==> src/hdl/mbdlp_pkg.sv <==
// shared constants, register codes and lane structs for the button debounce unit
// no dependencies
package mbdlp_pkg;

  localparam int BUTTON_COUNT      = 5;
  localparam int BLINK_HALF_PERIOD = 500;

  localparam int TIME_W   = 32;
  localparam int DEB_W    = 10;
  localparam int HOLD_W   = 14;
  localparam int EVENT_W  = 4;
  localparam int TICKS_W  = 32;

  localparam int CFG_IDX_W  = 3;
  localparam int CFG_DATA_W = (HOLD_W > BUTTON_COUNT) ? HOLD_W : BUTTON_COUNT;

  typedef enum logic [CFG_IDX_W-1:0] {
    REG_BLOCK_ENABLED      = 3'd0,
    REG_BUTTONS_ACTIVE_LOW = 3'd1,
    REG_LEDS_ACTIVE_LOW    = 3'd2,
    REG_BUTTON_ENABLE_MASK = 3'd3,
    REG_DEBOUNCE_TIME      = 3'd4,
    REG_HOLD_TIME          = 3'd5
  } cfg_reg_t;

  localparam logic [BUTTON_COUNT-1:0] ENABLE_MASK_RESET = BUTTON_COUNT'(1);
  localparam logic [DEB_W-1:0]  DEB_RESET   = DEB_W'(50);
  localparam logic [DEB_W-1:0]  DEB_MIN     = DEB_W'(10);
  localparam logic [DEB_W-1:0]  DEB_MAX     = DEB_W'(1000);
  localparam logic [HOLD_W-1:0] HOLD_RESET  = HOLD_W'(1000);
  localparam logic [HOLD_W-1:0] HOLD_MIN    = HOLD_W'(200);
  localparam logic [HOLD_W-1:0] HOLD_MAX    = HOLD_W'(10000);

  localparam logic [EVENT_W-1:0] EVENT_CONFIGURED = EVENT_W'(0);

  // blink phase: quotient by the half period through a reciprocal multiply
  localparam int BLINK_LOG     = $clog2(BLINK_HALF_PERIOD);
  localparam int BLINK_SHIFT   = TIME_W + BLINK_LOG;
  localparam int BLINK_RECIP_W = TIME_W + 1;
  localparam int BLINK_PROD_W  = TIME_W + BLINK_RECIP_W;
  localparam logic [BLINK_RECIP_W-1:0] BLINK_RECIP = BLINK_RECIP_W'(
    ((64'd1 << BLINK_SHIFT) + 64'(BLINK_HALF_PERIOD) - 64'd1) / 64'(BLINK_HALF_PERIOD));

  typedef struct packed {
    logic clear;
    logic step;
    logic raw;
  } lane_ctrl_t;

  typedef struct packed {
    logic stable;
    logic held;
    logic press;
    logic long_hit;
  } lane_status_t;

endpackage

==> src/hdl/mbdlp_tick_if.sv <==
// input channel: one tick word with timestamp and raw pin levels
// depends on mbdlp_pkg
interface mbdlp_tick_if;
  import mbdlp_pkg::*;

  logic                    valid;
  logic                    ready;
  logic [TIME_W-1:0]       time_now;
  logic [BUTTON_COUNT-1:0] pin_levels;

  modport source (output valid, output time_now, output pin_levels, input ready);
  modport sink   (input valid, input time_now, input pin_levels, output ready);
endinterface

==> src/hdl/mbdlp_result_if.sv <==
// result channel: debounced masks, pulses, led levels, event code and tick count
// depends on mbdlp_pkg
interface mbdlp_result_if;
  import mbdlp_pkg::*;

  logic                    valid;
  logic                    ready;
  logic [BUTTON_COUNT-1:0] stable_mask;
  logic [BUTTON_COUNT-1:0] held_mask;
  logic [BUTTON_COUNT-1:0] press_pulse_mask;
  logic [BUTTON_COUNT-1:0] long_pulse_mask;
  logic                    run_led_level;
  logic                    error_led_level;
  logic [EVENT_W-1:0]      last_event_code;
  logic [TICKS_W-1:0]      tick_count;

  modport source (
    output valid, output stable_mask, output held_mask, output press_pulse_mask,
    output long_pulse_mask, output run_led_level, output error_led_level,
    output last_event_code, output tick_count, input ready
  );
  modport sink (
    input valid, input stable_mask, input held_mask, input press_pulse_mask,
    input long_pulse_mask, input run_led_level, input error_led_level,
    input last_event_code, input tick_count, output ready
  );
endinterface

==> src/hdl/mbdlp_lane.sv <==
// one button lane: raw change tracking, debounce timer and long press detection
// depends on mbdlp_pkg
module mbdlp_lane (
  input  logic                           clk,
  input  logic                           rst,
  input  mbdlp_pkg::lane_ctrl_t          ctrl,
  input  logic [mbdlp_pkg::TIME_W-1:0]   now,
  input  logic [mbdlp_pkg::DEB_W-1:0]    deb_time,
  input  logic [mbdlp_pkg::HOLD_W-1:0]   hold_time,
  output mbdlp_pkg::lane_status_t        status
);
  import mbdlp_pkg::*;

  logic              raw_seen;
  logic              stable_seen;
  logic              long_sent;
  logic              long_flag;
  logic [TIME_W-1:0] change_stamp;
  logic [TIME_W-1:0] press_stamp;

  logic [TIME_W-1:0] settle_age;
  logic [TIME_W-1:0] hold_age;
  logic raw_change;
  logic settle;
  logic press;
  logic release_hit;
  logic stable_next;
  logic long_hit;
  logic long_flag_next;
  logic long_sent_next;

  assign settle_age  = now - change_stamp;
  assign hold_age    = now - press_stamp;
  assign raw_change  = ctrl.raw != raw_seen;
  // a fresh raw change restarts the timer, so it can never settle in the same tick
  assign settle      = !raw_change && (ctrl.raw != stable_seen) &&
                       (settle_age >= TIME_W'(deb_time));
  assign press       = settle && ctrl.raw;
  assign release_hit = settle && !ctrl.raw;
  assign stable_next = settle ? ctrl.raw : stable_seen;
  // a press this tick restamps the hold timer, so no long press is taken in that tick
  assign long_hit    = stable_next && !press && !long_sent &&
                       (hold_age >= TIME_W'(hold_time));

  always_comb begin
    long_flag_next = long_flag;
    long_sent_next = long_sent;
    if (release_hit) begin
      long_flag_next = 1'b0;
    end
    if (press) begin
      long_sent_next = 1'b0;
    end
    if (long_hit) begin
      long_flag_next = 1'b1;
      long_sent_next = 1'b1;
    end
  end

  always_comb begin
    if (ctrl.step) begin
      status.stable   = stable_next;
      status.held     = long_flag_next;
      status.press    = press;
      status.long_hit = long_hit;
    end else begin
      status.stable   = stable_seen;
      status.held     = long_flag;
      status.press    = 1'b0;
      status.long_hit = 1'b0;
    end
  end

  always_ff @(posedge clk) begin
    if (rst || ctrl.clear) begin
      raw_seen     <= 1'b0;
      stable_seen  <= 1'b0;
      long_sent    <= 1'b0;
      long_flag    <= 1'b0;
      change_stamp <= '0;
      press_stamp  <= '0;
    end else if (ctrl.step) begin
      raw_seen    <= ctrl.raw;
      stable_seen <= stable_next;
      long_sent   <= long_sent_next;
      long_flag   <= long_flag_next;
      if (raw_change) begin
        change_stamp <= now;
      end
      if (press) begin
        press_stamp <= now;
      end
    end
  end

  a_press_or_long : assert property (@(posedge clk) disable iff (rst)
    !(status.press && status.long_hit))
    else $error("press and long press in one tick");

  a_held_needs_stable : assert property (@(posedge clk) disable iff (rst)
    status.held |-> status.stable)
    else $error("held without a stable press");

  a_clear_empties : assert property (@(posedge clk) disable iff (rst)
    ctrl.clear |=> (!stable_seen && !long_flag && !long_sent))
    else $error("lane state survived a clear");

  a_long_once : assert property (@(posedge clk) disable iff (rst)
    (status.long_hit && !ctrl.clear) |=> long_sent)
    else $error("long press not marked as sent");

endmodule

==> src/hdl/multi_button_debounce_long_press_unit.sv <==
// top level of the multi button debounce and long press unit
// depends on mbdlp_pkg, mbdlp_tick_if, mbdlp_result_if and mbdlp_lane
//
// Usage:
//   tick    : valid/ready word with a millisecond time_now and raw pin_levels
//   result  : valid/ready word with debounced, held and pulse masks, led levels,
//             the last event code and the running tick count
//   cfg_*   : plain write port, cfg_wen with cfg_index and cfg_wdata; a write to a
//             known register also clears all button state and the event code
// An accepted tick lands in the input register, and from there the result
// register is loaded through the per button lanes and the blink multiply once
// the result side can take it. One word is accepted every cycle while the
// result side keeps up.
// A stalled result holds in its register; the input register still takes one
// more word, after which ready drops until the result is taken.
// Reset clears all button state, the tick count and both valid flags, and
// loads the register defaults. Configuration must be written while idle.
module multi_button_debounce_long_press_unit (
  input  logic                              clk,
  input  logic                              rst,
  mbdlp_tick_if.sink                        tick,
  mbdlp_result_if.source                    result,
  input  logic                              cfg_wen,
  input  logic [mbdlp_pkg::CFG_IDX_W-1:0]   cfg_index,
  input  logic [mbdlp_pkg::CFG_DATA_W-1:0]  cfg_wdata
);
  import mbdlp_pkg::*;

  // configuration
  logic                    block_enabled;
  logic                    buttons_active_low;
  logic                    leds_active_low;
  logic [BUTTON_COUNT-1:0] button_enable_mask;
  logic [DEB_W-1:0]        debounce_time;
  logic [HOLD_W-1:0]       hold_time;
  logic                    cfg_known;
  logic                    cfg_clear;

  always_comb begin
    unique case (cfg_index)
      REG_BLOCK_ENABLED, REG_BUTTONS_ACTIVE_LOW, REG_LEDS_ACTIVE_LOW,
      REG_BUTTON_ENABLE_MASK, REG_DEBOUNCE_TIME, REG_HOLD_TIME: cfg_known = 1'b1;
      default: cfg_known = 1'b0;
    endcase
  end

  assign cfg_clear = cfg_wen && cfg_known;

  always_ff @(posedge clk) begin
    if (rst) begin
      block_enabled      <= 1'b1;
      buttons_active_low <= 1'b1;
      leds_active_low    <= 1'b0;
      button_enable_mask <= ENABLE_MASK_RESET;
      debounce_time      <= DEB_RESET;
      hold_time          <= HOLD_RESET;
    end else if (cfg_wen) begin
      unique case (cfg_index)
        REG_BLOCK_ENABLED:      block_enabled      <= cfg_wdata[0];
        REG_BUTTONS_ACTIVE_LOW: buttons_active_low <= cfg_wdata[0];
        REG_LEDS_ACTIVE_LOW:    leds_active_low    <= cfg_wdata[0];
        REG_BUTTON_ENABLE_MASK: button_enable_mask <= cfg_wdata[BUTTON_COUNT-1:0];
        REG_DEBOUNCE_TIME:      debounce_time      <= cfg_wdata[DEB_W-1:0];
        REG_HOLD_TIME:          hold_time          <= cfg_wdata[HOLD_W-1:0];
        default: ;
      endcase
    end
  end

  logic [DEB_W-1:0]  deb_eff;
  logic [HOLD_W-1:0] hold_eff;

  // out of range times fall back to their defaults
  assign deb_eff  = (debounce_time >= DEB_MIN && debounce_time <= DEB_MAX) ?
                    debounce_time : DEB_RESET;
  assign hold_eff = (hold_time >= HOLD_MIN && hold_time <= HOLD_MAX) ?
                    hold_time : HOLD_RESET;

  // input register
  logic                    s1_valid;
  logic [TIME_W-1:0]       s1_time;
  logic [BUTTON_COUNT-1:0] s1_pins;
  logic                    out_valid;
  logic                    s1_fire;

  assign s1_fire    = s1_valid && (!out_valid || result.ready);
  assign tick.ready = !s1_valid || s1_fire;

  always_ff @(posedge clk) begin
    if (rst) begin
      s1_valid <= 1'b0;
    end else if (tick.ready) begin
      s1_valid <= tick.valid;
    end
  end

  always_ff @(posedge clk) begin
    if (tick.valid && tick.ready) begin
      s1_time <= tick.time_now;
      s1_pins <= tick.pin_levels;
    end
  end

  // button lanes
  lane_ctrl_t   lane_ctrl   [BUTTON_COUNT];
  lane_status_t lane_status [BUTTON_COUNT];

  for (genvar i = 0; i < BUTTON_COUNT; i++) begin : g_lane
    assign lane_ctrl[i].clear = cfg_clear;
    assign lane_ctrl[i].step  = s1_fire && block_enabled && button_enable_mask[i];
    assign lane_ctrl[i].raw   = s1_pins[i] ^ buttons_active_low;

    mbdlp_lane u_lane (
      .clk       (clk),
      .rst       (rst),
      .ctrl      (lane_ctrl[i]),
      .now       (s1_time),
      .deb_time  (deb_eff),
      .hold_time (hold_eff),
      .status    (lane_status[i])
    );
  end

  logic [BUTTON_COUNT-1:0] stable_next;
  logic [BUTTON_COUNT-1:0] held_next;
  logic [BUTTON_COUNT-1:0] press_next;
  logic [BUTTON_COUNT-1:0] long_next;
  logic [EVENT_W-1:0]      event_code;
  logic [EVENT_W-1:0]      event_next;

  // ascending scan, press before long press, last event wins
  always_comb begin
    event_next = event_code;
    for (int i = 0; i < BUTTON_COUNT; i++) begin
      stable_next[i] = lane_status[i].stable;
      held_next[i]   = lane_status[i].held;
      press_next[i]  = lane_status[i].press;
      long_next[i]   = lane_status[i].long_hit;
      if (lane_status[i].press) begin
        event_next = EVENT_W'(2 * i + 1);
      end
      if (lane_status[i].long_hit) begin
        event_next = EVENT_W'(2 * i + 2);
      end
    end
  end

  always_ff @(posedge clk) begin
    if (rst || cfg_clear) begin
      event_code <= EVENT_CONFIGURED;
    end else if (s1_fire && block_enabled) begin
      event_code <= event_next;
    end
  end

  // run led phase
  logic [BLINK_PROD_W-1:0] blink_prod;
  logic                    run_on;
  logic                    run_next;

  assign blink_prod = BLINK_PROD_W'(s1_time) * BLINK_PROD_W'(BLINK_RECIP);
  assign run_on     = !blink_prod[BLINK_SHIFT];
  assign run_next   = block_enabled ? (run_on ^ leds_active_low) : leds_active_low;

  // result register
  logic [TICKS_W-1:0]      ticks_seen;
  logic [BUTTON_COUNT-1:0] stable_mask;
  logic [BUTTON_COUNT-1:0] held_mask;
  logic [BUTTON_COUNT-1:0] press_pulse_mask;
  logic [BUTTON_COUNT-1:0] long_pulse_mask;
  logic                    run_led_level;
  logic                    error_led_level;
  logic [EVENT_W-1:0]      last_event_code;
  logic [TICKS_W-1:0]      tick_count;

  always_ff @(posedge clk) begin
    if (rst) begin
      out_valid  <= 1'b0;
      ticks_seen <= '0;
    end else if (s1_fire) begin
      out_valid  <= 1'b1;
      ticks_seen <= ticks_seen + TICKS_W'(1);
    end else if (result.ready) begin
      out_valid <= 1'b0;
    end
  end

  always_ff @(posedge clk) begin
    if (s1_fire) begin
      stable_mask      <= stable_next;
      held_mask        <= held_next;
      press_pulse_mask <= press_next;
      long_pulse_mask  <= long_next;
      run_led_level    <= run_next;
      error_led_level  <= leds_active_low;
      last_event_code  <= block_enabled ? event_next : event_code;
      tick_count       <= ticks_seen + TICKS_W'(1);
    end
  end

  assign result.valid            = out_valid;
  assign result.stable_mask      = stable_mask;
  assign result.held_mask        = held_mask;
  assign result.press_pulse_mask = press_pulse_mask;
  assign result.long_pulse_mask  = long_pulse_mask;
  assign result.run_led_level    = run_led_level;
  assign result.error_led_level  = error_led_level;
  assign result.last_event_code  = last_event_code;
  assign result.tick_count       = tick_count;

endmodule

==> src/flat_wrapper.sv <==
// flat-port wrapper written by rule: the top's interface ports become plain ports
module multi_button_debounce_long_press_unit_flat import mbdlp_pkg::*;
  (clk, rst, cfg_wen, cfg_index, cfg_wdata, tick_valid, tick_time_now, tick_pin_levels, tick_ready, result_valid, result_stable_mask, result_held_mask, result_press_pulse_mask, result_long_pulse_mask, result_run_led_level, result_error_led_level, result_last_event_code, result_tick_count, result_ready);
  mbdlp_tick_if tick_i ();
  mbdlp_result_if result_i ();
  input  logic clk;
  input  logic rst;
  input  logic cfg_wen;
  input  logic [mbdlp_pkg::CFG_IDX_W-1:0] cfg_index;
  input  logic [mbdlp_pkg::CFG_DATA_W-1:0] cfg_wdata;
  input wire logic [$bits(tick_i.valid)-1:0] tick_valid;
  input wire logic [$bits(tick_i.time_now)-1:0] tick_time_now;
  input wire logic [$bits(tick_i.pin_levels)-1:0] tick_pin_levels;
  output wire logic [$bits(tick_i.ready)-1:0] tick_ready;
  output wire logic [$bits(result_i.valid)-1:0] result_valid;
  output wire logic [$bits(result_i.stable_mask)-1:0] result_stable_mask;
  output wire logic [$bits(result_i.held_mask)-1:0] result_held_mask;
  output wire logic [$bits(result_i.press_pulse_mask)-1:0] result_press_pulse_mask;
  output wire logic [$bits(result_i.long_pulse_mask)-1:0] result_long_pulse_mask;
  output wire logic [$bits(result_i.run_led_level)-1:0] result_run_led_level;
  output wire logic [$bits(result_i.error_led_level)-1:0] result_error_led_level;
  output wire logic [$bits(result_i.last_event_code)-1:0] result_last_event_code;
  output wire logic [$bits(result_i.tick_count)-1:0] result_tick_count;
  input wire logic [$bits(result_i.ready)-1:0] result_ready;
  assign tick_i.valid = tick_valid;
  assign tick_i.time_now = tick_time_now;
  assign tick_i.pin_levels = tick_pin_levels;
  assign tick_ready = tick_i.ready;
  assign result_valid = result_i.valid;
  assign result_stable_mask = result_i.stable_mask;
  assign result_held_mask = result_i.held_mask;
  assign result_press_pulse_mask = result_i.press_pulse_mask;
  assign result_long_pulse_mask = result_i.long_pulse_mask;
  assign result_run_led_level = result_i.run_led_level;
  assign result_error_led_level = result_i.error_led_level;
  assign result_last_event_code = result_i.last_event_code;
  assign result_tick_count = result_i.tick_count;
  assign result_i.ready = result_ready;
  multi_button_debounce_long_press_unit u_core (.clk(clk), .rst(rst), .tick(tick_i), .result(result_i), .cfg_wen(cfg_wen), .cfg_index(cfg_index), .cfg_wdata(cfg_wdata));
endmodule
==> config.mk <==
export PLATFORM = sky130hd
export DESIGN_NAME = multi_button_debounce_long_press_unit_flat
export DESIGN_NICKNAME = d
export VERILOG_FILES = /design/src/hdl/mbdlp_pkg.sv /design/src/hdl/mbdlp_tick_if.sv /design/src/hdl/mbdlp_result_if.sv /design/src/hdl/mbdlp_lane.sv /design/src/hdl/multi_button_debounce_long_press_unit.sv /design/src/flat_wrapper.sv
export SDC_FILE = /design/constraint.sdc
export NUM_CORES = 2
export LEC_CHECK = 0
export ABC_AREA = 0
export BUFFER_PORTS_ARGS = -buffer_cell sky130_fd_sc_hd__buf_4
export CAP_MARGIN = 15
export CORE_MARGIN = 3
export CORE_UTILIZATION = 25
export DETAILED_ROUTE_END_ITERATION = 7
export PLACE_DENSITY = 0.39
export RECOVER_POWER = 50
export SYNTH_ARGS = -nofsm -noshare
export SYNTH_HDL_FRONTEND = slang
export SYNTH_SLANG_ARGS = --single-unit
==> constraint.sdc <==
create_clock -name clk -period 6.2 [get_ports clk]
set_clock_uncertainty 0.15 [all_clocks]
set_input_delay 0.31 -clock clk [delete_from_list [all_inputs] [get_ports clk]]
set_output_delay 0.31 -clock clk [all_outputs]
set_load 0.1 [all_outputs]
Word level (Yosys, flattened, before mapping)
Index checks and enable logic that the tools add are counted.
{ "classes": {"add_sub_neg": 11, "mul": 1, "n_div": 0, "order_cmp": 14, "eq_ne": 15, "n_shift": 0, "n_mux": 47, "bitwise": 6, "reduce_logical": 101} }
{ "op_table": {"columns": ["operator", "count"], "rows": [
  ["subtractor 32 bit", 10],
  ["greater-or-equal comparator 32 x 10 -> 1 bit", 5],
  ["greater-or-equal comparator 32 x 14 -> 1 bit", 5],
  ["2-to-1 mux 4 bit", 16],
  ["logical AND 1 bit", 46],
  ["AND reduction 2 bit", 21],
  ["multiplier 32 x 29 -> 38 bit (second input constant)", 1],
  ["adder 32 x 1 -> 32 bit (second input constant)", 1],
  ["2-to-1 mux 1 bit", 29],
  ["zero test 1 bit", 23],
  ["greater-or-equal comparator 14 x 8 -> 1 bit (second input constant)", 1],
  ["less-or-equal comparator 14 bit (second input constant)", 1],
  ["2-to-1 mux 14 bit", 1],
  ["nonzero test 2 bit", 6],
  ["greater-or-equal comparator 10 x 4 -> 1 bit (second input constant)", 1],
  ["less-or-equal comparator 10 bit (second input constant)", 1],
  ["2-to-1 mux 10 bit", 1],
  ["!= test 1 bit", 10],
  ["equality test 3 x 2 -> 1 bit (second input constant)", 2],
  ["equality test 3 bit (second input constant)", 2],
  ["OR reduction 6 bit", 1],
  ["XOR 1 bit", 6],
  ["equality test 3 x 1 -> 1 bit (second input constant)", 1],
  ["zero test 3 bit", 1],
  ["logical OR 1 bit", 3]
]} }
{ "totals": {"register_bits": 505, "latchBits": 0, "mem_bits_rw": 0, "romBits": 0, "out_inout_bits": 60, "word_cells": 245, "n_memories": 0} }

Longest topological paths before layout
{ "depth": {"word_depth": 23, "ltp_mapped": 27, "mapped_depth_nobuf": 27} }

Cells and area by module
From an unflattened synthesis, not the netlist that was laid out.
{ "hier_totals": {"hier_cells": 6591, "hier_area_um2": 52897.0} }
{ "by_module_without_submodules": {"columns": ["module", "instances", "cells_per_inst", "area_per_inst_um2", "seq_area_each_um2"], "rows": [
  ["mbdlp_lane at u_core.g_lane[2].u_lane ...", 3, 1035, 7338.3, 1361.3],
  ["multi_button_debounce_long_press_unit", 1, 1478, 16225.6, 4254.1],
  ["mbdlp_lane at u_core.g_lane[0].u_lane", 1, 1000, 7450.9, 1361.3],
  ["mbdlp_lane at u_core.g_lane[1].u_lane", 1, 1008, 7205.7, 1361.3]
]} }

Worst setup path after synthesis
OpenSTA, ideal clock, no wires.
{ "synth_path": {"path_type": "flip-flop to flip-flop", "start": "register u_core.s1_time[12]", "end": "register u_core.run_led_level (netlist: u_core.result.run_led_level) (data pin)", "arrival_ps": 6359, "required_ps": 5913, "path_slack_ps": -446, "path_stages_with_launch": 26, "path_buffers": 0, "period_less_slack_ps": 6646, "path_cell_list": "edfxtp_1 ha_1 inv_1 fa_1 inv_1 ha_1 fa_1 inv_1 fa_1 inv_1 fa_1 fa_1 fa_1 ha_1 a21o_1 a21o_1 a21oi_1 nor2b_1 o21ai_0 nand2b_1 a21oi_1 nor2b_1 o21ai_0 o221a_2 mux2_2 nand4_1"} }
{ "synth_via": {"elab_chain_cells": 4} }
{ "synth_rtl": {"columns": ["item", "line_no", "rtl"], "rows": [
  ["start: declaration", "multi_button_debounce_long_press_unit.sv:81", "logic [TIME_W-1:0] s1_time;"],
  ["start signal: assignment", "multi_button_debounce_long_press_unit.sv:99", "s1_time <= tick.time_now;"],
  ["multiplier 32 x 29 -> 38 bit", "multi_button_debounce_long_press_unit.sv:161", "assign blink_prod = BLINK_PROD_W'(s1_time) * BLINK_PROD_W'(BLINK_RECIP);"],
  ["zero test 1 bit", "multi_button_debounce_long_press_unit.sv:162", "assign run_on = !blink_prod[BLINK_SHIFT];"],
  ["XOR 1 bit", "multi_button_debounce_long_press_unit.sv:163", "assign run_next = block_enabled ? (run_on ^ leds_active_low) : leds_active_low;"],
  ["2-to-1 mux 1 bit", "multi_button_debounce_long_press_unit.sv:163", null],
  ["via u_core.run_next", "multi_button_debounce_long_press_unit.sv:159", "logic run_next;"],
  ["end signal: assignment", "multi_button_debounce_long_press_unit.sv:194", "run_led_level <= run_next;"],
  ["end: declaration", "multi_button_debounce_long_press_unit.sv:171", "logic run_led_level;"]
]} }
The timed path passes the listed nets, and every way through them passes these cells.
A chain may end at the register's enable or synchronous reset.

Worst setup path in the final report
{ "layout_path": {"start": "register u_core.s1_time[7]", "end": "register u_core.run_led_level (netlist: u_core.result.run_led_level) (data pin)"} }
The elaborated chain is that of the path after synthesis.

==> summary.txt <==
Routing
  • Via count: 45700
  • Avg Vias per Cell: 4.84
  • DRT Wirelength: ~190000 µm
  • Pre-Repair DR Iteration Count: 5
  • Detailed Route Iter0 Violations: 2837
  • Antenna Nets Post-Route: 0
  • # DRC: 0
  • Average wire per standard cell: 20.1 µm

Finish
  • # fillers: roughly 22000
  • Multi-input gate area in the final layout: about 36000 µm²
  • P&R area growth vs syn: 18.4%
  • Share of cells above drive strength 1: 10.3%
  • Final Cell Area: 60100 µm²
  • Final #Nets: between 7000 and 8000
  • Reg area: 11100 µm²

Timing
  • Peak Freq: 155 MHz
  • Final Hold Violating Endpoints: 0
  • Fin crit share: 104%
  • Max-slew violations: between 200 and 250
  • Clock period minus worst slack: 6.46 ns
  • Worst-margin pin slew: roughly 3.3 ns
  • Relative slew slack: -120%
  • Setup WS post-layout: -0.258 ns
  • Setup violators final: 1
  • RSZ-0062 raised after global routing: true
  • Post-route setup TNS: -0.258 ns

Status
  • Status: finished, violations left
  • Failing checks: max-capacitance violations, max-slew violations, negative setup slack

CTS
  • Clock transition at path regs: 0.06 ns
  • Clock sink count: 505
  • Root Buffer: clkbuf_16
  • Clk Latency, worst-skew pair: 0.70 ns
  • H-tree levels: 3
  • Num CTS Buffers: 73
  • Max Root-Sink Buffers: 3
  • CTS tree: done

Critical path
  • Critical path start-end classification: reg -> reg
  • Largest stage delay on the critical path: 0.55 ns
  • CP Launch Type: register
  • CP Capture Type: register
  • CP max FO: 4
  • Slowest-stage cell, CP: fa_1
  • WP data arrival: 6.87 ns
  • CP Data Required Time: 6.61 ns

Global routing
  • Vias in the first global route: roughly 45000
  • Pin count of the biggest net entering global routing: 158
  • Initial antenna violation count: 16
  • GR Util All Layers: 17.9%
  • Overflow after GRT: 0
  • Global-route wire length before repair: 285000 µm

Synth
  • Post-synth EDFFs: 95
  • Mapped Avg Cell Area: 7.93 µm²
  • Seq/Total Area, Yosys: 21.8%
  • Netlist cell types: roughly 110
  • Synthesized area: 50800 µm²
  • FF+latch count, synth: roughly 500
  • Syn Inst Count: 6401
  • Synthesized net count: 7376
  • Synth warn: 0
  • Fraction of registers with async set/reset: 0%
  • Post-synth top flop: dfxtp_1

Die
  • Die height: between 400 and 500 µm
  • Row count: 164
  • # IOs: around 120
  • Chip width: between 400 and 500 µm
  • Starting Density: 25.3%
  • Core ar.: between 200000 and 250000 µm²
  • Die Area: 209000 µm²

Placement
  • IO buf count: 118
  • GPL Wtd Cong: 0.846
  • DP HPWL: 144000 µm
  • Post-DP Area: 56600 µm²

Pwr
  • Max VDD drop: 0.519 mV
  • Pwr dens: 324 nW/µm²
  • Static Leak: about 24 nW

Run
  • # Max-Cap Violations: 4

Worst hold path
  • Hold crit path type: in -> reg
## synthesized netlist by cell type, drive strengths merged (30+ instances only)
library cell	instances	share of area (%)
o31ai	30	0.44
xnor2	150	2.6
and3	41	0.51
or3	36	0.45
o21a	72	1.1
nand2b	61	0.75
o21bai	34	0.51
edfxtp	95	5.6
dfxtp	410	16
and2	31	0.38
inv	788	5.8
nand2	778	5.8
a31oi	50	0.62
ha	674	17
xor2	113	1.9
nor3	89	0.89
a21o	115	1.7
fa	242	9.5
a211oi	68	1.1
nand3	105	1.0
nor2	516	3.8
nor2b	47	0.58
clkbuf	245	2.0
nor4	35	0.50
mux2i	80	1.6
o21ai	237	2.3
o211ai	51	0.77
nand4	107	1.3
a21oi	695	6.9
## layer usage
metal	track usage, %	share of wire (%)	vias to the layer above
met4	4.85	3.0	0
met3	2.80	4.6	186
li1	-	-	22900
met5	0	0	-
met2	28.6	45	782
met1	24.8	48	21900
## where the power goes
part	switching [W]	internal [W]	leakage (nW)	total, W
sequential	0.0000347	0.00342	4.20	0.00346
clock	0.00185	0.00256	1.20	0.00441
combinational	0.00616	0.00544	18.5	0.0116
## cell families after synthesis
kind of cell | Yosys count | share of synthesized area, %
AO/OA/AOI/OAI | 1599 | 19.7
XOR/XNOR | 263 | 4.54
adder cells (fa/ha/maj) | 917 | 26.2
buffers and inverters | 1054 | 8.03
flip-flops | 505 | 21.8
multiplexers | 87 | 1.73
AND/OR/NAND/NOR | 1976 | 18.0
## sequential cells by signal (all words and copies together) (netlist names), 10 cells and up
name                               cells
u_core.ticks_seen                     32
u_core.g_lane.u_lane.press_stamp     160
u_core.g_lane.u_lane.change_stamp    160
u_core.s1_time                        32
u_core.hold_time                      14
u_core.result.tick_count              32
u_core.debounce_time                  10
## final timing paths
path | start | end | slack (ns) | cells after the start
setup reg to reg | u_core.s1_time[7] | u_core.result.run_led_level | -0.26 | 28
hold reg to reg | u_core.g_lane[1].u_lane.press_stamp[27] | u_core.g_lane[1].u_lane.press_stamp[27] | 0.30 | 2
hold / removal | tick_time_now[29] | u_core.s1_time[29] | 0.22 | 2
setup / recovery | u_core.s1_time[7] | u_core.result.run_led_level | -0.26 | 28
## per-stage QoR
stage          hold WS, ns  utilization (%)  instances  power [W]  setup slack [ns]
3_3_place_gp         0.289             28.2       9228     0.0146            -0.373
5_1_grt              0.193             29.9       9452     0.0215            -0.511
2_1_floorplan        0.259                -       6401     0.0107            -0.132
6_report             0.219             29.9       9452     0.0195            -0.258
3_5_place_dp         0.297             28.2       9228     0.0145            -0.353
4_1_cts              0.120             29.8       9435     0.0196            -0.271
## critical path, delay by kind of cell (launching register included)
| kind | cells | cell delay, ns |
|---|---|---|
| muxes | 1 | 0.31 |
| and+or+nand+nor | 5 | 0.34 |
| adders and majority gates | 9 | 3.62 |
| buffers and inverters | 7 | 0.46 |
| DFF | 1 | 0.51 |
| AOI/OAI and AO/OA | 6 | 0.93 |
## cell usage in the layout (no fill, tap or decap), drive strengths merged, types with 107 or more instances in the layout
cell type | Yosys | final
inv | 788 | 791
nand2 | 778 | 778
a21oi | 695 | 695
ha | 674 | 674
nor2 | 516 | 516
dfxtp | 410 | 410
buf | 19 | 360
fa | 242 | 242
o21ai | 237 | 237
clkbuf | 245 | 196
xnor2 | 150 | 150
a21o | 115 | 115
xor2 | 113 | 113
nand4 | 107 | 107
## area by class of cell
| class | count | share of cell area [%] |
|---|---|---|
| flip-flops and latches | 505 | 18.4 |
| diodes | 3 | 0.0125 |
| well taps | 2656 | 5.53 |
| inverters | 789 | 4.93 |
| clock inverters | 41 | 0.789 |
| repair buffers | 522 | 6.68 |
| clock buffers | 94 | 3.32 |
| multi-input cells | 4842 | 60.3 |
## timing repair
action	4_1_cts	5_1_grt
cloned	0	0
endpoints found under the hold margin	90	0
endpoints found under the setup margin	50	106
pin swaps	34	55
hold buffers	60	0
setup buffers	12	13
gates resized for setup	45	97
(Power assumes the default switching activity.)
